$ cat config.mk
export PLATFORM = sky130hd
export DESIGN_NAME = advertiser_address_hit_table_core_flat
export DESIGN_NICKNAME = d
export VERILOG_FILES = /design/src/hdl/aht_pkg.sv /design/src/hdl/aht_in_if.sv /design/src/hdl/aht_out_if.sv /design/src/hdl/advertiser_address_hit_table_core.sv /design/src/flat_wrapper.sv
export SDC_FILE = /design/constraint.sdc
export NUM_CORES = 2
export LEC_CHECK = 0
export BUFFER_PORTS_ARGS = -buffer_cell sky130_fd_sc_hd__clkbuf_2
export CAP_MARGIN = 20
export CORE_UTILIZATION = 30
export DETAILED_ROUTE_END_ITERATION = 8
export SETUP_SLACK_MARGIN = 0.02
export SYNTH_ARGS = -nofsm -noshare
export SYNTH_HDL_FRONTEND = slang
export SYNTH_SLANG_ARGS = --single-unit
$ cat constraint.sdc
create_clock -name clk -period 21.6 [get_ports clk]
set_input_delay 4.32 -clock clk [delete_from_list [all_inputs] [get_ports clk]]
set_output_delay 4.32 -clock clk [all_outputs]
set_load 0.05 [all_outputs]
$ cat src/hdl/aht_pkg.sv
// shared types and constants for the advertiser address hit table
package aht_pkg;

  localparam int KEY_W     = 48;
  localparam int CHAN_W    = 6;
  localparam int CNT_W     = 32;
  localparam int TIME_W    = 32;
  localparam int IDX_W     = 4;
  localparam int OCC_W     = 5;
  localparam int OUTCOME_W = 3;

  localparam logic [KEY_W-1:0] KEY_ZERO = '0;
  localparam logic [KEY_W-1:0] KEY_ONES = '1;

  // result codes
  typedef enum logic [OUTCOME_W-1:0] {
    OC_REJECTED  = 3'd0,
    OC_MATCHED   = 3'd1,
    OC_INSERTED  = 3'd2,
    OC_DROPPED   = 3'd3,
    OC_READ_OCC  = 3'd4,
    OC_READ_EMPT = 3'd5
  } outcome_t;

  // command codes
  typedef enum logic {
    CMD_CAPTURE = 1'b0,
    CMD_READ    = 1'b1
  } command_t;

  typedef enum logic [1:0] {
    S_IDLE,
    S_READ,
    S_SCAN,
    S_EMIT
  } state_t;

  // one table entry as it sits in memory
  typedef struct packed {
    logic [KEY_W-1:0]  key;
    logic [CHAN_W-1:0] channel;
    logic [CNT_W-1:0]  count;
    logic [TIME_W-1:0] last_seen;
  } entry_t;

  // latched input word
  typedef struct packed {
    logic [KEY_W-1:0]  key;
    logic [CHAN_W-1:0] channel;
    logic [TIME_W-1:0] timestamp;
    logic [IDX_W-1:0]  read_index;
  } item_t;

  // result word
  typedef struct packed {
    outcome_t          outcome;
    logic [IDX_W-1:0]  entry_index;
    entry_t            entry;
    logic [OCC_W-1:0]  occupied;
    logic [CNT_W-1:0]  total_captured;
  } result_t;

endpackage

$ cat src/hdl/aht_in_if.sv
// input channel of the hit table: command word with valid/ready
interface aht_in_if;
  logic                         valid;
  logic                         ready;
  logic                         command;
  logic [aht_pkg::KEY_W-1:0]    key;
  logic [aht_pkg::CHAN_W-1:0]   channel;
  logic [aht_pkg::TIME_W-1:0]   timestamp;
  logic [aht_pkg::IDX_W-1:0]    read_index;

  modport source (output valid, command, key, channel, timestamp, read_index,
                  input ready);
  modport sink   (input valid, command, key, channel, timestamp, read_index,
                  output ready);
endinterface

$ cat src/hdl/aht_out_if.sv
// result channel of the hit table: result word with valid/ready
interface aht_out_if;
  logic                           valid;
  logic                           ready;
  logic [aht_pkg::OUTCOME_W-1:0]  outcome;
  logic [aht_pkg::IDX_W-1:0]      entry_index;
  logic [aht_pkg::KEY_W-1:0]      entry_key;
  logic [aht_pkg::CHAN_W-1:0]     entry_channel;
  logic [aht_pkg::CNT_W-1:0]      entry_count;
  logic [aht_pkg::TIME_W-1:0]     entry_last_seen;
  logic [aht_pkg::OCC_W-1:0]      occupied;
  logic [aht_pkg::CNT_W-1:0]      total_captured;

  modport source (output valid, outcome, entry_index, entry_key, entry_channel,
                  entry_count, entry_last_seen, occupied, total_captured,
                  input ready);
  modport sink   (input valid, outcome, entry_index, entry_key, entry_channel,
                  entry_count, entry_last_seen, occupied, total_captured,
                  output ready);
endinterface

$ cat src/hdl/advertiser_address_hit_table_core.sv
// top level of the advertiser address hit table: memory, scan sequencer, result register
//
// Keeps up to TABLE_DEPTH learned 48-bit advertiser keys, each with a hit
// count, the last channel and the last-seen time, in one single-port-write,
// registered-read memory. A capture word walks the occupied entries in
// insertion order, one memory read issued per cycle with the compare in the
// cycle after that read. The block holds one word at a time: in_ch.ready is
// high while the sequencer is idle, and a finished result sits in the output
// register until taken, so the next word can be accepted while the previous
// result still waits. Each word yields exactly one result word. The table
// needs no clearing pass after reset: data of entries at or beyond the fill
// count is never used, so a fresh table is usable in the first cycle after
// reset. Memory writes only happen at the end of a scan, after the last read
// whose data that word uses, so no write meets a read whose data is used.
module advertiser_address_hit_table_core #(
  parameter int TABLE_DEPTH = 16
) (
  input  logic       clk,
  input  logic       rst_n,
  aht_in_if.sink     in_ch,
  aht_out_if.source  out_ch
);

  // address width into the table and width of the fill counter
  localparam int AW = (TABLE_DEPTH > 1) ? $clog2(TABLE_DEPTH) : 1;
  localparam int CW = $clog2(TABLE_DEPTH + 1);

  // sequencer state
  aht_pkg::state_t  state_r, state_nxt;

  // latched word and scan bookkeeping
  aht_pkg::item_t   item_r, item_nxt;
  logic [CW-1:0]    issue_r, issue_nxt;     // next entry to read
  logic             rd_v_r, rd_v_nxt;       // a read is in flight
  logic [AW-1:0]    rd_idx_r, rd_idx_nxt;   // entry of the read in flight

  // table bookkeeping
  logic [CW-1:0]           used_r, used_nxt;
  logic [aht_pkg::CNT_W-1:0] total_r, total_nxt;

  // result staging and output register
  aht_pkg::result_t res_r, res_nxt;
  aht_pkg::result_t out_res_r;
  logic             out_valid_r;
  logic             out_load;

  // table memory
  aht_pkg::entry_t  mem [TABLE_DEPTH];
  aht_pkg::entry_t  rd_data_r;
  logic [AW-1:0]    rd_addr_raw;
  logic [AW-1:0]    rd_addr;
  logic             mem_we;
  logic [AW-1:0]    mem_waddr;
  aht_pkg::entry_t  mem_wdata;

  logic             in_fire;
  logic             key_bad;
  logic             read_hit;
  logic             key_match;
  aht_pkg::entry_t  upd_entry;
  aht_pkg::entry_t  new_entry;

  assign in_ch.ready = (state_r == aht_pkg::S_IDLE);
  assign in_fire     = in_ch.valid && in_ch.ready;

  // all-zero and all-ones keys are never learned
  assign key_bad  = (in_ch.key == aht_pkg::KEY_ZERO) || (in_ch.key == aht_pkg::KEY_ONES);

  // read-back is served only for an entry that is in use
  assign read_hit = (int'(in_ch.read_index) < int'(used_r)) &&
                    (int'(in_ch.read_index) < TABLE_DEPTH);

  assign key_match = rd_v_r && (rd_data_r.key == item_r.key);

  // entry after a hit: bump count, refresh channel and time
  always_comb begin
    upd_entry           = rd_data_r;
    upd_entry.count     = rd_data_r.count + aht_pkg::CNT_W'(1);
    upd_entry.channel   = item_r.channel;
    upd_entry.last_seen = item_r.timestamp;
  end

  // freshly learned entry
  always_comb begin
    new_entry.key       = item_r.key;
    new_entry.channel   = item_r.channel;
    new_entry.count     = aht_pkg::CNT_W'(1);
    new_entry.last_seen = item_r.timestamp;
  end

  // read address: requested entry when idle, scan pointer otherwise
  assign rd_addr_raw = (state_r == aht_pkg::S_IDLE) ? AW'(in_ch.read_index) : AW'(issue_r);
  assign rd_addr     = (int'(rd_addr_raw) < TABLE_DEPTH) ? rd_addr_raw : '0;

  // next state
  always_comb begin
    state_nxt = state_r;
    case (state_r)
      aht_pkg::S_IDLE: begin
        if (in_fire) begin
          if (in_ch.command == aht_pkg::CMD_READ) begin
            state_nxt = read_hit ? aht_pkg::S_READ : aht_pkg::S_EMIT;
          end else begin
            state_nxt = key_bad ? aht_pkg::S_EMIT : aht_pkg::S_SCAN;
          end
        end
      end
      aht_pkg::S_READ: begin
        state_nxt = aht_pkg::S_EMIT;
      end
      aht_pkg::S_SCAN: begin
        if (key_match || !(issue_r < used_r)) begin
          state_nxt = aht_pkg::S_EMIT;
        end
      end
      aht_pkg::S_EMIT: begin
        if (out_load) begin
          state_nxt = aht_pkg::S_IDLE;
        end
      end
      default: state_nxt = aht_pkg::S_IDLE;
    endcase
  end

  // datapath and memory control
  always_comb begin
    item_nxt   = item_r;
    issue_nxt  = issue_r;
    rd_v_nxt   = rd_v_r;
    rd_idx_nxt = rd_idx_r;
    used_nxt   = used_r;
    total_nxt  = total_r;
    res_nxt    = res_r;
    mem_we     = 1'b0;
    mem_waddr  = rd_idx_r;
    mem_wdata  = upd_entry;
    out_load   = 1'b0;

    case (state_r)
      aht_pkg::S_IDLE: begin
        if (in_fire) begin
          item_nxt.key        = in_ch.key;
          item_nxt.channel    = in_ch.channel;
          item_nxt.timestamp  = in_ch.timestamp;
          item_nxt.read_index = in_ch.read_index;
          issue_nxt           = '0;
          rd_v_nxt            = 1'b0;
          // results that need no table access are settled right away
          res_nxt.entry          = '0;
          res_nxt.entry_index    = '0;
          res_nxt.occupied       = aht_pkg::OCC_W'(used_r);
          res_nxt.total_captured = total_r;
          if (in_ch.command == aht_pkg::CMD_READ) begin
            res_nxt.outcome     = aht_pkg::OC_READ_EMPT;
            res_nxt.entry_index = in_ch.read_index;
          end else begin
            res_nxt.outcome     = aht_pkg::OC_REJECTED;
          end
        end
      end
      aht_pkg::S_READ: begin
        res_nxt.outcome     = aht_pkg::OC_READ_OCC;
        res_nxt.entry_index = item_r.read_index;
        res_nxt.entry       = rd_data_r;
      end
      aht_pkg::S_SCAN: begin
        if (key_match) begin
          // hit: write back the refreshed entry
          mem_we                 = 1'b1;
          mem_waddr              = rd_idx_r;
          mem_wdata              = upd_entry;
          total_nxt              = total_r + aht_pkg::CNT_W'(1);
          rd_v_nxt               = 1'b0;
          res_nxt.outcome        = aht_pkg::OC_MATCHED;
          res_nxt.entry_index    = aht_pkg::IDX_W'(rd_idx_r);
          res_nxt.entry          = upd_entry;
          res_nxt.occupied       = aht_pkg::OCC_W'(used_r);
          res_nxt.total_captured = total_r + aht_pkg::CNT_W'(1);
        end else if (issue_r < used_r) begin
          // keep the read stream going, compare follows in the next cycle
          rd_v_nxt   = 1'b1;
          rd_idx_nxt = AW'(issue_r);
          issue_nxt  = issue_r + CW'(1);
        end else begin
          rd_v_nxt = 1'b0;
          if (int'(used_r) < TABLE_DEPTH) begin
            // miss with room left: append
            mem_we                 = 1'b1;
            mem_waddr              = AW'(used_r);
            mem_wdata              = new_entry;
            used_nxt               = used_r + CW'(1);
            total_nxt              = total_r + aht_pkg::CNT_W'(1);
            res_nxt.outcome        = aht_pkg::OC_INSERTED;
            res_nxt.entry_index    = aht_pkg::IDX_W'(used_r);
            res_nxt.entry          = new_entry;
            res_nxt.occupied       = aht_pkg::OCC_W'(used_r + CW'(1));
            res_nxt.total_captured = total_r + aht_pkg::CNT_W'(1);
          end else begin
            // miss on a full table: drop
            res_nxt.outcome        = aht_pkg::OC_DROPPED;
            res_nxt.entry_index    = '0;
            res_nxt.entry          = '0;
            res_nxt.occupied       = aht_pkg::OCC_W'(used_r);
            res_nxt.total_captured = total_r;
          end
        end
      end
      aht_pkg::S_EMIT: begin
        // move into the output register once it is free or being emptied
        out_load = !out_valid_r || out_ch.ready;
      end
      default: begin
        out_load = 1'b0;
      end
    endcase
  end

  // control registers
  always_ff @(posedge clk) begin
    if (!rst_n) begin
      state_r     <= aht_pkg::S_IDLE;
      used_r      <= '0;
      total_r     <= '0;
      rd_v_r      <= 1'b0;
      out_valid_r <= 1'b0;
    end else begin
      state_r <= state_nxt;
      used_r  <= used_nxt;
      total_r <= total_nxt;
      rd_v_r  <= rd_v_nxt;
      if (out_load) begin
        out_valid_r <= 1'b1;
      end else if (out_ch.ready) begin
        out_valid_r <= 1'b0;
      end
    end
  end

  // payload registers
  always_ff @(posedge clk) begin
    item_r   <= item_nxt;
    issue_r  <= issue_nxt;
    rd_idx_r <= rd_idx_nxt;
    res_r    <= res_nxt;
    if (out_load) begin
      out_res_r <= res_r;
    end
  end

  // table memory: one write port, one registered read port
  always_ff @(posedge clk) begin
    if (mem_we) begin
      mem[mem_waddr] <= mem_wdata;
    end
  end

  always_ff @(posedge clk) begin
    rd_data_r <= mem[rd_addr];
  end

  // result channel
  assign out_ch.valid           = out_valid_r;
  assign out_ch.outcome         = out_res_r.outcome;
  assign out_ch.entry_index     = out_res_r.entry_index;
  assign out_ch.entry_key       = out_res_r.entry.key;
  assign out_ch.entry_channel   = out_res_r.entry.channel;
  assign out_ch.entry_count     = out_res_r.entry.count;
  assign out_ch.entry_last_seen = out_res_r.entry.last_seen;
  assign out_ch.occupied        = out_res_r.occupied;
  assign out_ch.total_captured  = out_res_r.total_captured;

  // fill count never passes the table size
  a_used_bound: assert property (@(posedge clk) disable iff (!rst_n)
    int'(used_r) <= TABLE_DEPTH)
    else $error("fill count beyond table depth");

  // fill count grows by at most one per word, never shrinks
  a_used_step: assert property (@(posedge clk) disable iff (!rst_n)
    (used_r == $past(used_r)) || (used_r == $past(used_r) + CW'(1)))
    else $error("fill count jumped");

  // total advances only together with a table write
  a_total_write: assert property (@(posedge clk) disable iff (!rst_n)
    (total_r != $past(total_r)) |-> $past(mem_we))
    else $error("total moved without a table write");

  // table is written only at the end of a scan, never while idle
  a_write_scan: assert property (@(posedge clk) disable iff (!rst_n)
    mem_we |-> (state_r == aht_pkg::S_SCAN) && (state_nxt == aht_pkg::S_EMIT))
    else $error("table write outside scan end");

endmodule

$ cat src/flat_wrapper.sv
// flat-port wrapper written by rule: the top's interface ports become plain ports
module advertiser_address_hit_table_core_flat 
#(
  parameter int TABLE_DEPTH = 16
)
  (clk, rst_n, in_ch_valid, in_ch_command, in_ch_key, in_ch_channel, in_ch_timestamp, in_ch_read_index, in_ch_ready, out_ch_valid, out_ch_outcome, out_ch_entry_index, out_ch_entry_key, out_ch_entry_channel, out_ch_entry_count, out_ch_entry_last_seen, out_ch_occupied, out_ch_total_captured, out_ch_ready);
  aht_in_if in_ch_i ();
  aht_out_if out_ch_i ();
  input  logic clk;
  input  logic rst_n;
  input wire logic [$bits(in_ch_i.valid)-1:0] in_ch_valid;
  input wire logic [$bits(in_ch_i.command)-1:0] in_ch_command;
  input wire logic [$bits(in_ch_i.key)-1:0] in_ch_key;
  input wire logic [$bits(in_ch_i.channel)-1:0] in_ch_channel;
  input wire logic [$bits(in_ch_i.timestamp)-1:0] in_ch_timestamp;
  input wire logic [$bits(in_ch_i.read_index)-1:0] in_ch_read_index;
  output wire logic [$bits(in_ch_i.ready)-1:0] in_ch_ready;
  output wire logic [$bits(out_ch_i.valid)-1:0] out_ch_valid;
  output wire logic [$bits(out_ch_i.outcome)-1:0] out_ch_outcome;
  output wire logic [$bits(out_ch_i.entry_index)-1:0] out_ch_entry_index;
  output wire logic [$bits(out_ch_i.entry_key)-1:0] out_ch_entry_key;
  output wire logic [$bits(out_ch_i.entry_channel)-1:0] out_ch_entry_channel;
  output wire logic [$bits(out_ch_i.entry_count)-1:0] out_ch_entry_count;
  output wire logic [$bits(out_ch_i.entry_last_seen)-1:0] out_ch_entry_last_seen;
  output wire logic [$bits(out_ch_i.occupied)-1:0] out_ch_occupied;
  output wire logic [$bits(out_ch_i.total_captured)-1:0] out_ch_total_captured;
  input wire logic [$bits(out_ch_i.ready)-1:0] out_ch_ready;
  assign in_ch_i.valid = in_ch_valid;
  assign in_ch_i.command = in_ch_command;
  assign in_ch_i.key = in_ch_key;
  assign in_ch_i.channel = in_ch_channel;
  assign in_ch_i.timestamp = in_ch_timestamp;
  assign in_ch_i.read_index = in_ch_read_index;
  assign in_ch_ready = in_ch_i.ready;
  assign out_ch_valid = out_ch_i.valid;
  assign out_ch_outcome = out_ch_i.outcome;
  assign out_ch_entry_index = out_ch_i.entry_index;
  assign out_ch_entry_key = out_ch_i.entry_key;
  assign out_ch_entry_channel = out_ch_i.entry_channel;
  assign out_ch_entry_count = out_ch_i.entry_count;
  assign out_ch_entry_last_seen = out_ch_i.entry_last_seen;
  assign out_ch_occupied = out_ch_i.occupied;
  assign out_ch_total_captured = out_ch_i.total_captured;
  assign out_ch_i.ready = out_ch_ready;
  advertiser_address_hit_table_core #(.TABLE_DEPTH(TABLE_DEPTH)) u_core (.clk(clk), .rst_n(rst_n), .in_ch(in_ch_i), .out_ch(out_ch_i));
endmodule
==> flow_summary.toml <==
[run_status]
run_status = "complete, no violations"

[pwr]
total_leakage_power_nw = 34.3
vdd.ir_drop.worst_v = 0.000110
power_density_over_cell_area_nw_per_um2 = 138

[global_routing]
grt.overflow.total = 0
grt.total_usage_pct = 15.0
grt_first_pass_wirelength_um = 348000
maximum_number_of_pins_on_one_net_before_global_route_repair = 100
groute.layer.met3.usage_pct = 2.99
grt_pass1_vias = 48700
gr_met2_demand_resource_pct = 22.9
grtUsageMet1_pct = 22.0
grt.busiest_layer = "met2"
grt_antenna_before_repair = 14

[floorplanning]
fp.dieArea_um2 = 316000
chipHeight_um = 562
floorplan_core_area_um2 = 312000
top_level_ports = 259
die_w_um = 562
initial_core_util_pct = 30.2
std_cell_rows = 205

[routing]
drt_wl_total_um = 243000
first_pass_detailed_route_iteration_total = 5
drt_iter0_markers = 5393
detail-route-antenna-nets = 0
vias_per_cell = 5.12
drt_drc_violations_left = 0
drt-wirelength-per-cell_um = 25.7
detailroute.via_count = 48400

[min_path]
timing.hold.worst_path_depth = 0
min_path_type = "flip-flop to flip-flop"
min_to = "u_core.out_ch.entry_key[25]"
min_from = "u_core.res_r[132]"

[synthesis]
syn_nets = 4884
synthesis.area_per_instance_um2 = 19.7
synth.yosys.warnings = 0
yosys.area.top_type = "sky130_fd_sc_hd__edfxtp_1"
post_synth_instance_area_um2 = 94100
synth_enable_flop_cells = 2311
synth.area.top_cells = "sky130_fd_sc_hd__edfxtp_1, sky130_fd_sc_hd__mux4_2, sky130_fd_sc_hd__dfxtp_1, sky130_fd_sc_hd__nand2_1, sky130_fd_sc_hd__a31oi_1"
ys.flop_type = "sky130_fd_sc_hd__edfxtp_1"
ys_ff_latch = 2470
synth_top_cell_area_share_pct = 73.8
syn_inst_count = 4771
synth.lib_cells_used.distinct = 64
synth-seq-area-share_pct = 77.1
synth_async_sr_flop_share_pct = 0

[timing]
rsz0062_at_grt = "false"
max_slew_margin_pct = 16.3
finalSetupViolations = 0
clock_skew_ps = 91.7
maxSlewViolCount = 0
fin_hold_ws_ps = 375
finalHoldViolations = 0
max_slew.worst_pin.slew_ps = 1260
period_share_pct = 34.0
timing.fmax_mhz = 136
finalCriticalPeriod_ps = 7350
finalSetupTns_ps = 0

[critical_path]
required_time_worst_endpoint_ps = 22270
worstPathMaxFanout = 44
timing.critical_path.to_type = "flip-flop"
critical_path.max_stage_delay_ps = 830
regToRegSetupSlack_ps = 15030
setup.worst_path.start_class = "input pin"
rr_endpoint = "u_core.mem[5][112]"
critical-path-top-delay-family = "buffers and inverters"
crit_chain = "clkbuf_2 > mux2i_4 > buf_4 > buf_4 > buf_4 > mux4_2 > and2_1 > a211oi_1 > a31oi_1"
critical_path.n_buffers_inverters = 4
beginning_of_the_worst_register_to_register_path = "u_core.item_r[42]"
timing.critical_path.mode_cell = "sky130_fd_sc_hd__buf_4"
crit_path_kind = "input pin to flip-flop"
r2r_cells = 9
worst-endpoint-arrival_ps = 8020
cpMaxStageDelayCell = "sky130_fd_sc_hd__buf_4"

[clocking]
cts_setup_buffers = 0
htreeDepth = 4
clock_path_buffers = 4
clkSlewWorstSetupHoldPaths_ps = 60
clock-root-buffer = "sky130_fd_sc_hd__clkbuf_16"
postCtsResizedCells = 0
tritoncts = "built"
clock_sinks = 2470
clk-insertion-delay-late_ps = 930
cts_buffer_count = 248
cts_hold_buffers = 0

[cells_and_area]
layout-area-overhead-vs-synth_pct = 15.6
final_cell_mix = "sky130_fd_sc_hd__edfxtp_1, sky130_fd_sc_hd__mux4_2, sky130_fd_sc_hd__nand2_1, sky130_fd_sc_hd__clkbuf_2, sky130_fd_sc_hd__clkbuf_16"
layout.core_utilization_pct = 34.9
layout.cells.most_common = "sky130_fd_sc_hd__edfxtp_1"
final_layout_size_suffix_gt1_share_pct = 24.3
layout.nets = 5208

[placed_design]
gpl.final_weighted_congestion = 0.800
dp_hpwl_um = 128000
io_buffer_count = 258

[flow_run]
max_cap_violations = 0
-- synth_stat cells, drive strengths merged (50+ instances only) --
master,number
edfxtp,2311
mux4,472
nand2,352
clkbuf,159
dfxtp,159
a31oi,157
and2,133
a211oi,120
buf,116
a22o,89
xnor2,85
nor2,81
nand4,62
nand3,55
mux2,52
a21oi,50
-- sequential cells by signal (all words and copies together) (netlist names), 48 cells and up --
register                 flops
u_core.item_r               90
u_core.mem                1888
u_core.out_ch.entry_key     48
u_core.rd_data_r           118
u_core.res_r               162
-- how the worst max path moves through the flow --
| stage | startpoint | to | slack, ps | depth (start not counted) |
|---|---|---|---|---|
| after CTS | in_ch_read_index[0] | u_core.rd_data_r[103] | 14170 | 9 |
| final | in_ch_read_index[0] | u_core.rd_data_r[103] | 14250 | 9 |
| after global routing | in_ch_read_index[0] | u_core.rd_data_r[7] | 13880 | 9 |
| after detailed placement | in_ch_read_index[0] | u_core.rd_data_r[103] | 13230 | 9 |
| after global placement | in_ch_read_index[0] | u_core.rd_data_r[34] | 13290 | 9 |
| after floorplan | in_ch_valid | u_core.res_r[100] | 9180 | 3 |
-- through the flow --
step | instances | setup WS (ps) | total power (W) | instance area, µm²
6_report | 9451 | 14250 | 0.0150 | 109000
5_1_grt | 9447 | 13880 | 0.0156 | 109000
4_1_cts | 9443 | 14170 | 0.0151 | 109000
3_5_place_dp | 8983 | 13230 | 0.0108 | 101000
3_3_place_gp | 8982 | 13290 | 0.0107 | 101000
2_1_floorplan | 4771 | 9180 | 0.00952 | 94100
-- cells by family (layout without fill, tap and decap cells) --
logic type | after synthesis | in the layout | share of synthesized area, %
simple gates | 819 | 819 | 4.34
mux | 538 | 538 | 12.1
compound gates | 519 | 519 | 3.84
other cells | 0 | 6 | 0
fa+ha+maj | 18 | 18 | 0.239
xor+xnor | 112 | 112 | 1.04
flops | 2470 | 2470 | 77.1
buf+inv | 295 | 829 | 1.32
-- layer usage --
metal  part of all wire, %  routed length (µm)
met5                 0.026                  63
met3                   8.2               19900
met4                   2.0                4740
met1                    45              109000
met2                    45              109000
-- cell type report --
cell class / count / area, µm²
diodes: 6 / 15.0
clock buffers: 307 / 6570
clock inverters: 153 / 1650
fillers: 29200 / 203000
inverters: 20 / 75.1
multi-input cells: 2006 / 20600
flip-flops and latches: 2470 / 72600
well taps: 4140 / 5180
repair buffers: 349 / 2150
-- power breakdown --
group / switching (W) / total, W / internal (W) / leakage, nW
clock: 0.00183 / 0.00437 / 0.00254 / 4.03
combinational: 0.00244 / 0.00385 / 0.00140 / 7.90
sequential: 0.000370 / 0.00681 / 0.00644 / 22.3
total: 0.00464 / 0.0150 / 0.0104 / 34.3
No activity file was read; power rests on OpenSTA's default activity.
